--- src/hw/rtl/html_escape_bounded_writer_defines.svh ---
// Assertion macros shared by the HTML escape writer RTL.
`ifndef HTML_ESCAPE_BOUNDED_WRITER_DEFINES_SVH
`define HTML_ESCAPE_BOUNDED_WRITER_DEFINES_SVH

// Checked on every edge outside reset.
`define HEBW_ASSERT(name, prop, msg) \
  name: assert property (@(posedge clk) disable iff (rst) prop) else $error(msg);

// Checked on every edge, reset included.
`define HEBW_ASSERT_ALWAYS(name, prop, msg) \
  name: assert property (@(posedge clk) prop) else $error(msg);

`endif

--- src/hw/rtl/hebw_pkg.sv ---
// Shared types, character codes and entity tables for the HTML escape writer.
`timescale 1ns / 1ps

package hebw_pkg;

  // Widths of the buffer position and of the run counters.
  localparam int PosW = 16;
  localparam int RunW = 3;

  // Characters that expand to an entity, and the letters used in entities.
  localparam logic [7:0] CH_AMP   = 8'h26;
  localparam logic [7:0] CH_LESS  = 8'h3C;
  localparam logic [7:0] CH_GREAT = 8'h3E;
  localparam logic [7:0] CH_APOS  = 8'h27;
  localparam logic [7:0] CH_QUOT  = 8'h22;
  localparam logic [7:0] CH_SEMI  = 8'h3B;
  localparam logic [7:0] CH_A     = 8'h61;
  localparam logic [7:0] CH_G     = 8'h67;
  localparam logic [7:0] CH_L     = 8'h6C;
  localparam logic [7:0] CH_M     = 8'h6D;
  localparam logic [7:0] CH_O     = 8'h6F;
  localparam logic [7:0] CH_P     = 8'h70;
  localparam logic [7:0] CH_Q     = 8'h71;
  localparam logic [7:0] CH_S     = 8'h73;
  localparam logic [7:0] CH_T     = 8'h74;
  localparam logic [7:0] CH_U     = 8'h75;

  // Reset value of the capacity register.
  localparam logic [PosW-1:0] CAP_RESET = 16'd4096;

  // Which run is written for the current item.
  typedef enum logic [2:0] {
    ENT_SINGLE,
    ENT_AMP,
    ENT_LESS,
    ENT_GREATER,
    ENT_APOS,
    ENT_QUOT
  } ent_sel_t;

  // Commands from the controller to the datapath.
  typedef struct packed {
    logic load_item;
    logic decide;
    logic emit;
  } ctrl_cmd_t;

  // Status from the datapath to the controller.
  typedef struct packed {
    logic go;
    logic emit_ready;
    logic final_byte;
  } ctrl_status_t;

  // Byte at offset idx of the selected run; a single run is the input byte.
  function automatic logic [7:0] ent_char(ent_sel_t sel, logic [RunW-1:0] idx,
                                          logic [7:0] ch);
    logic [7:0] r;
    r = ch;
    case (sel)
      ENT_AMP: begin
        case (idx)
          3'd0:    r = CH_AMP;
          3'd1:    r = CH_A;
          3'd2:    r = CH_M;
          3'd3:    r = CH_P;
          default: r = CH_SEMI;
        endcase
      end
      ENT_LESS: begin
        case (idx)
          3'd0:    r = CH_AMP;
          3'd1:    r = CH_L;
          3'd2:    r = CH_T;
          default: r = CH_SEMI;
        endcase
      end
      ENT_GREATER: begin
        case (idx)
          3'd0:    r = CH_AMP;
          3'd1:    r = CH_G;
          3'd2:    r = CH_T;
          default: r = CH_SEMI;
        endcase
      end
      ENT_APOS: begin
        case (idx)
          3'd0:    r = CH_AMP;
          3'd1:    r = CH_A;
          3'd2:    r = CH_P;
          3'd3:    r = CH_O;
          3'd4:    r = CH_S;
          default: r = CH_SEMI;
        endcase
      end
      ENT_QUOT: begin
        case (idx)
          3'd0:    r = CH_AMP;
          3'd1:    r = CH_Q;
          3'd2:    r = CH_U;
          3'd3:    r = CH_O;
          3'd4:    r = CH_T;
          default: r = CH_SEMI;
        endcase
      end
      default: r = ch;
    endcase
    return r;
  endfunction

endpackage

--- src/hw/rtl/hebw_datapath.sv ---
// Datapath: item registers, fit test, position and abort state, output register.
`timescale 1ns / 1ps
`include "html_escape_bounded_writer_defines.svh"

module hebw_datapath (
  input  logic                     clk,
  input  logic                     rst,
  input  hebw_pkg::ctrl_cmd_t      cmd,
  output hebw_pkg::ctrl_status_t   status,
  input  logic                     cap_we,
  input  logic [15:0]              cap_wdata,
  input  logic                     kind,
  input  logic [7:0]               text_byte,
  input  logic                     last_of_string,
  output logic                     dst_valid,
  input  logic                     dst_stall,
  output logic [7:0]               out_byte,
  output logic [15:0]              out_position,
  output logic                     run_last
);
  import hebw_pkg::*;

  logic [PosW-1:0] capacity;
  logic [PosW-1:0] write_position;
  logic            string_aborted;
  logic            item_kind;
  logic [7:0]      item_byte;
  logic            item_last;
  ent_sel_t        run_sel;
  logic [RunW-1:0] run_len;
  logic [RunW-1:0] idx;
  ent_sel_t        sel_dec;
  logic [RunW-1:0] len_dec;
  logic            fits;

  // Decode the held item into a run; an aborted escaped string gives no run.
  always_comb begin
    sel_dec = ENT_SINGLE;
    len_dec = 3'd1;
    if (!item_kind && string_aborted) begin
      len_dec = 3'd0;
    end else if (!item_kind) begin
      case (item_byte)
        CH_AMP: begin
          sel_dec = ENT_AMP;
          len_dec = 3'd5;
        end
        CH_LESS: begin
          sel_dec = ENT_LESS;
          len_dec = 3'd4;
        end
        CH_GREAT: begin
          sel_dec = ENT_GREATER;
          len_dec = 3'd4;
        end
        CH_APOS: begin
          sel_dec = ENT_APOS;
          len_dec = 3'd6;
        end
        CH_QUOT: begin
          sel_dec = ENT_QUOT;
          len_dec = 3'd6;
        end
        default: begin
          sel_dec = ENT_SINGLE;
          len_dec = 3'd1;
        end
      endcase
    end
  end

  // The whole run must fit; the sum is one bit wider so it cannot wrap.
  assign fits = ({1'b0, write_position} + {{(PosW + 1 - RunW){1'b0}}, len_dec})
                <= {1'b0, capacity};

  // Status toward the controller.
  assign status.go         = (len_dec != '0) && fits;
  assign status.emit_ready = !dst_valid || !dst_stall;
  assign status.final_byte = (idx == run_len - 3'd1);

  // Control state: capacity, position, abort flag and output valid.
  always_ff @(posedge clk) begin
    if (rst) begin
      capacity       <= CAP_RESET;
      write_position <= '0;
      string_aborted <= 1'b0;
      dst_valid      <= 1'b0;
    end else begin
      if (cap_we) begin
        capacity <= cap_wdata;
      end
      if (cmd.decide) begin
        if (item_last) begin
          string_aborted <= 1'b0;
        end else if (!item_kind && !string_aborted && !fits) begin
          string_aborted <= 1'b1;
        end
      end
      if (cmd.emit) begin
        write_position <= write_position + 16'd1;
        dst_valid      <= 1'b1;
      end else if (dst_valid && !dst_stall) begin
        dst_valid <= 1'b0;
      end
    end
  end

  // Payload registers: held item, run selection and the output beat.
  always_ff @(posedge clk) begin
    if (cmd.load_item) begin
      item_kind <= kind;
      item_byte <= text_byte;
      item_last <= last_of_string;
    end
    if (cmd.decide) begin
      run_sel <= sel_dec;
      run_len <= len_dec;
      idx     <= '0;
    end
    if (cmd.emit) begin
      out_byte     <= ent_char(run_sel, idx, item_byte);
      out_position <= write_position;
      run_last     <= status.final_byte;
      idx          <= idx + 3'd1;
    end
  end

  // A beat is only built from inside the current run.
  `HEBW_ASSERT(a_emit_in_run, cmd.emit |-> (idx < run_len), "emit past end of run")
  // Every written beat lies inside the buffer.
  `HEBW_ASSERT(a_pos_in_buf, dst_valid |-> (out_position < capacity), "position beyond capacity")
  // Only an escaped byte can abort a string.
  `HEBW_ASSERT(a_abort_escaped, $rose(string_aborted) |-> $past(!item_kind && cmd.decide),
               "abort set without escaped decision")

endmodule

--- src/hw/rtl/hebw_ctrl.sv ---
// Controller: sequences accept, decide and per-byte emit for each input beat.
`timescale 1ns / 1ps
`include "html_escape_bounded_writer_defines.svh"

module hebw_ctrl (
  input  logic                   clk,
  input  logic                   rst,
  input  logic                   src_valid,
  output logic                   src_stall,
  input  hebw_pkg::ctrl_status_t status,
  output hebw_pkg::ctrl_cmd_t    cmd
);
  import hebw_pkg::*;

  typedef enum logic [1:0] {
    S_IDLE,
    S_DECIDE,
    S_EMIT
  } state_t;

  state_t state;

  // Input is taken only between items.
  assign src_stall = (state != S_IDLE);

  // Commands follow the state and the datapath status.
  always_comb begin
    cmd.load_item = (state == S_IDLE) && src_valid;
    cmd.decide    = (state == S_DECIDE);
    cmd.emit      = (state == S_EMIT) && status.emit_ready;
  end

  // State register.
  always_ff @(posedge clk) begin
    if (rst) begin
      state <= S_IDLE;
    end else begin
      case (state)
        S_IDLE: begin
          if (src_valid) begin
            state <= S_DECIDE;
          end
        end
        S_DECIDE: begin
          state <= status.go ? S_EMIT : S_IDLE;
        end
        S_EMIT: begin
          if (status.emit_ready && status.final_byte) begin
            state <= S_IDLE;
          end
        end
        default: state <= S_IDLE;
      endcase
    end
  end

  // An accepted beat is always decided in the next cycle.
  `HEBW_ASSERT(a_load_then_decide, cmd.load_item |=> cmd.decide, "accept not followed by decide")
  // Reset returns the controller to accepting input.
  `HEBW_ASSERT_ALWAYS(a_reset_idle, rst |=> !src_stall, "not idle after reset")

endmodule

--- src/hw/rtl/html_escape_bounded_writer.sv ---
// Top level of the bounded HTML escape writer: controller plus datapath.
//
// Input channel (src_valid / src_stall): one beat carries kind, text_byte and
// last_of_string. kind 0 escapes & < > ' " into their entities, kind 1 copies
// the byte raw. Output channel (dst_valid / dst_stall): one beat per byte
// written, with out_byte, out_position and run_last on the final byte of an
// input. A beat moves on an edge where valid is high and stall is low.
// Each input is accepted in the idle state, then its run and its fit are
// decided, then its bytes are written one per cycle while dst_stall is low;
// a dropped byte writes nothing. The rate is set by the single output
// register, which takes one byte per cycle when dst_stall is low. The first
// byte enters the output register in the emit state, after the decide state.
// A stalled receiver holds the output beat and pauses the run; src_stall
// stays high until the last byte of the run has entered the output register.
// cap_we writes the capacity register; write it only while the block is idle.
// Reset (rst, synchronous) sets capacity to 4096, clears the write position
// and the abort flag, and empties the output register.
`timescale 1ns / 1ps

module html_escape_bounded_writer (
  input  logic        clk,
  input  logic        rst,
  input  logic        cap_we,
  input  logic [15:0] cap_wdata,
  input  logic        src_valid,
  output logic        src_stall,
  input  logic        kind,
  input  logic [7:0]  text_byte,
  input  logic        last_of_string,
  output logic        dst_valid,
  input  logic        dst_stall,
  output logic [7:0]  out_byte,
  output logic [15:0] out_position,
  output logic        run_last
);
  import hebw_pkg::*;

  ctrl_cmd_t    cmd;
  ctrl_status_t status;

  // Sequencer.
  hebw_ctrl u_ctrl (
    .clk       (clk),
    .rst       (rst),
    .src_valid (src_valid),
    .src_stall (src_stall),
    .status    (status),
    .cmd       (cmd)
  );

  // Datapath.
  hebw_datapath u_datapath (
    .clk            (clk),
    .rst            (rst),
    .cmd            (cmd),
    .status         (status),
    .cap_we         (cap_we),
    .cap_wdata      (cap_wdata),
    .kind           (kind),
    .text_byte      (text_byte),
    .last_of_string (last_of_string),
    .dst_valid      (dst_valid),
    .dst_stall      (dst_stall),
    .out_byte       (out_byte),
    .out_position   (out_position),
    .run_last       (run_last)
  );

endmodule
--- config.mk ---
export PLATFORM = sky130hd
export DESIGN_NAME = html_escape_bounded_writer
export DESIGN_NICKNAME = d
export VERILOG_FILES = /design/src/hw/rtl/hebw_pkg.sv /design/src/hw/rtl/hebw_datapath.sv /design/src/hw/rtl/hebw_ctrl.sv /design/src/hw/rtl/html_escape_bounded_writer.sv
export VERILOG_INCLUDE_DIRS = /design/src /design/src/hw/rtl
export SDC_FILE = /design/constraint.sdc
export NUM_CORES = 1
export LEC_CHECK = 0
export CAP_MARGIN = 20
export CORE_MARGIN = 1
export CORE_UTILIZATION = 57
export CTS_CLUSTER_DIAMETER = 50
export CTS_CLUSTER_SIZE = 8
export DETAILED_ROUTE_END_ITERATION = 6
export DONT_BUFFER_PORTS = 1
export GPL_ROUTABILITY_DRIVEN = 0
export PLACE_DENSITY = 0.83
export SETUP_SLACK_MARGIN = 0.02
export SYNTH_ARGS = -nofsm -noshare
export SYNTH_HDL_FRONTEND = slang
export SYNTH_SLANG_ARGS = --single-unit
--- constraint.sdc ---
create_clock -name clk -period 4 [get_ports clk]
set_input_delay 0.8 -clock clk [delete_from_list [all_inputs] [get_ports clk]]
set_output_delay 0.8 -clock clk [all_outputs]
set_load 0.02 [all_outputs]
==> results.py <==
metrics = {
    "yosys": {
        "syn_nets": 493,
        "syn_area_per_cell_sq_um": 9.99,
        "ys_ff_latch": 80,
        "synth_area_leaders": "edfxtp_1 30%, dfxtp_1 17%, ha_1 7.8%",
        "synth_largest_area_cell": "edfxtp_1",
        "seq_area_frac_synth_pct": 47.1,
        "synth_edf_count": 44,
        "synthDominantCellAreaShare_pct": 30.5,
        "synth-main-ff-cell": "edfxtp_1",
        "syn_inst": 434,
        "synthArstFlopShare_pct": 0,
        "ys_types": 63,
        "synth_warnings": 0,
        "synth_area_sq_um": 4340,
    },
    "placed_design": {
        "place_area_sq_um": 4440,
        "pre_cts_ws_ns": 0.00415,
        "io_buffers": 0,
        "dp_hpwl_mm": 6.08,
    },
    "global_route": {
        "grt_pass1_wl_mm": 13.6,
        "grt.busiest_layer": "met2",
        "gr-usage-met3_pct": 4.71,
        "grt_overflow": 0,
        "grt_pass1_vias": 2849,
        "antenna_found_initial": 0,
        "grtUsageMet1_pct": 31.1,
        "track_usage_pct": 22.7,
        "grt_max_degree": 41,
        "use_met2_pct": 34.6,
    },
    "timing": {
        "fin_crit_sh_pct": 93.5,
        "setup_tns_ns": 0,
        "hold_ws_ns": 0.497,
        "worst_clock_skew_ns": 0.0100,
        "setup_viol": 0,
        "fin_ws_ns": 0.260,
        "maxSlewViolCount": 0,
        "relSlewSlack_pct": 45.0,
        "hold_viol": 0,
        "period_needed_ns": 3.74,
        "max_freq_mhz": 267,
        "tightest_slew_ns": 0.824,
    },
    "clocking": {
        "cts_max_level": 3,
        "clock_path_buffers": 2,
        "path_clk_slew_ns": 0.09,
        "insertion_delay_ns": 0.36,
        "cts-root-buf": "clkbuf_8",
        "cts_tree": "done",
        "clock-sinks": 80,
        "cts_buffers": 9,
        "postCtsHoldBufs": 0,
    },
    "critical_path": {
        "regToRegEndpoint": "u_ctrl.state[1]",
        "ff2ff_path_depth": 17,
        "critPathLaunchType": "register",
        "critPathCaptureType": "register",
        "reg2reg_from": "u_datapath.item_byte[2]",
        "crit_required_ns": 4.31,
        "arrival_ns": 4.05,
        "crit_fanout": 5,
        "r2r_setup_slack_ns": 0.26,
        "critPathKind": "reg2reg",
    },
    "min_path": {
        "hold_start": "u_datapath.capacity[13]",
        "holdPathStages": 2,
        "min_to": "u_datapath.capacity[13]",
        "hold_class": "reg2reg",
    },
    "power_and_ir_drop": {
        "p_clk_share_pct": 35.2,
        "seqPwrFrac_pct": 54.5,
        "p_per_area_nw_per_um2": 371,
        "intPower_mw": 1.28,
        "cellLeakagePower_nw": 1.87,
        "power_switching_share_pct": 26.8,
        "power_switching_mw": 0.470,
        "peakVddDrop_mv": 0.208,
        "p_comb_share_pct": 10.3,
    },
    "final_layout": {
        "final_cell_area_sq_um": 4720,
        "syn_to_final_growth_pct": 8.83,
        "nNetsFinal": 495,
        "drive_gt1_share_pct": 11.3,
        "antenna_cells": 0,
    },
    "routing": {
        "post_drt_via_cell_ratio": 5.89,
        "ant_nets": 0,
        "drc": 0,
        "vias": 3178,
        "wirelength_mm": 8.59,
        "drt_iter0_markers": 219,
        "drtPass1Iterations": 5,
        "wl_per_cell_um": 15.9,
    },
    "floorplan": {
        "io-pin-count": 58,
        "core_area_sq_um": 7290,
        "die_x_um": 89.2,
        "die_y_um": 89.2,
        "die_area_sq_um": 7960,
        "rows": 31,
        "start_util_pct": 59.5,
    },
    "flow_run": {
        "drv_cap": 0,
    },
    "outcome": {
        "status": "complete, no violations",
    },
}
registers in the layout (all words and copies together), names as in the netlist, 2 cells and up:
signal / flops
u_ctrl.state: 2
u_datapath.capacity: 16
u_datapath.idx: 3
u_datapath.item_byte: 8
u_datapath.out_byte: 8
u_datapath.out_position: 16
u_datapath.run_len: 3
u_datapath.run_sel: 3
u_datapath.write_position: 16
power groups by stage:
stage	sequential, mW	combinational (mW)	clock, mW
6_report	0.954	0.180	0.617
5_1_grt	0.959	0.202	0.657
4_1_cts	0.953	0.175	0.629
3_5_place_dp	0.972	0.172	0
3_3_place_gp	0.970	0.165	0
2_1_floorplan	0.960	0.145	0
cell type report:
type	count	area, sq um
fillers	603	2570
multi-input cells	301	2150
flip-flops and latches	80	2040
inverters	34	128
clock buffers	9	124
well taps	99	124
clock inverters	7	80.1
repair buffers	10	75.1
worst max-delay path, cell delays in order (launching register included):
cell	delay, ns
edfxtp_1	0.44
buf_4	0.19
nand4_1	0.09
o21ai_0	0.10
o21bai_1	0.19
ha_1	0.19
inv_1	0.05
fa_1	0.40
nand2b_4	0.18
a211oi_4	0.29
nand2_1	0.12
xnor2_1	0.16
ha_1	0.33
nand3_1	0.12
nor3_1	0.30
nand3_1	0.15
o32a_1	0.31
nand2_1	0.08
metrics by stage:
stage / power (mW) / utilization (%) / std cells
2_1_floorplan: 1.10 / - / 434
3_3_place_gp: 1.13 / 60.9 / 523
3_5_place_dp: 1.14 / 60.9 / 523
4_1_cts: 1.76 / 63.7 / 539
5_1_grt: 1.82 / 64.7 / 540
6_report: 1.75 / 64.7 / 540
Yosys cell counts, types with 3 or more instances:
| cell type | count |
|---|---|
| or3_1 | 3 |
| nor2_1 | 52 |
| buf_1 | 4 |
| clkbuf_1 | 7 |
| edfxtp_1 | 44 |
| nand2b_1 | 5 |
| xor2_1 | 13 |
| nand4_1 | 6 |
| nor2b_1 | 5 |
| nand2_1 | 29 |
| nor4_1 | 5 |
| and2_1 | 4 |
| ha_1 | 27 |
| buf_2 | 6 |
| a21oi_1 | 20 |
| dfxtp_1 | 36 |
| xnor2_1 | 17 |
| inv_1 | 34 |
| mux2i_1 | 16 |
| nand3_1 | 10 |
| nor3_1 | 19 |
| o21ai_0 | 16 |
cell usage in the layout (no fill, tap or decap), types with 2 or more instances in the layout:
master,n
nor2_1,52
edfxtp_1,44
dfxtp_1,36
inv_1,34
nand2_1,29
ha_1,27
a21oi_1,19
nor3_1,19
xnor2_1,16
mux2i_1,16
o21ai_0,15
xor2_1,12
buf_4,10
nand3_1,9
clkbuf_8,9
nand4_1,6
nor2b_1,5
and2_1,4
nand2b_1,4
nor4_1,4
or3_1,3
a21o_1,2
nand4_4,2
nand4_2,2
o21ba_2,2
a221oi_1,2
a31oi_1,2
o32a_1,2
o31ai_1,2
a311oi_1,2
o21bai_1,2
or2_2,2
or4_1,2
a22o_1,2
a211oi_1,2
clkinv_4,2
logic make-up (layout without fill, tap and decap cells):
group           count (synthesis)  count (layout)  synth area share [%]
fa+ha+maj                      28              28                  8.25
flops                          80              80                  47.1
buf+inv                        53              60                  4.88
compound gates                 69              69                  10.8
mux                            17              17                  3.95
simple gates                  157             157                  19.0
xor+xnor                       30              30                  6.06
routing by layer:
layer,vias up,share of wire [%],routed length (um)
met1,1477,45,3900
met4,0,2.0,174
met3,15,6.5,561
met2,145,46,3960
li1,1541,-,-
met5,-,0,0
what timing repair did:
| item | CTS | global route |
|---|---|---|
| pin swaps | 0 | 4 |
| endpoints found under the setup margin | 1 | 2 |
| gates resized for setup | 1 | 12 |
| endpoints found under the hold margin | 0 | 0 |
| setup buffers | 0 | 1 |
how the worst max path moves through the flow:
stage	from	endpoint	slack (ns)	cells after the start
after global placement	u_datapath.item_byte[7]	u_datapath.string_aborted	0.11	14
after detailed placement	u_datapath.item_byte[7]	u_datapath.string_aborted	0.004	14
after global routing	u_datapath.item_byte[0]	u_datapath.string_aborted	-0.007	16
after floorplan	u_datapath.item_byte[3]	u_datapath.string_aborted	0.30	14
final	u_datapath.item_byte[2]	u_ctrl.state[1]	0.26	17
after CTS	u_datapath.item_byte[0]	u_datapath.string_aborted	0.04	15
Power figures use the tool's default switching activity.
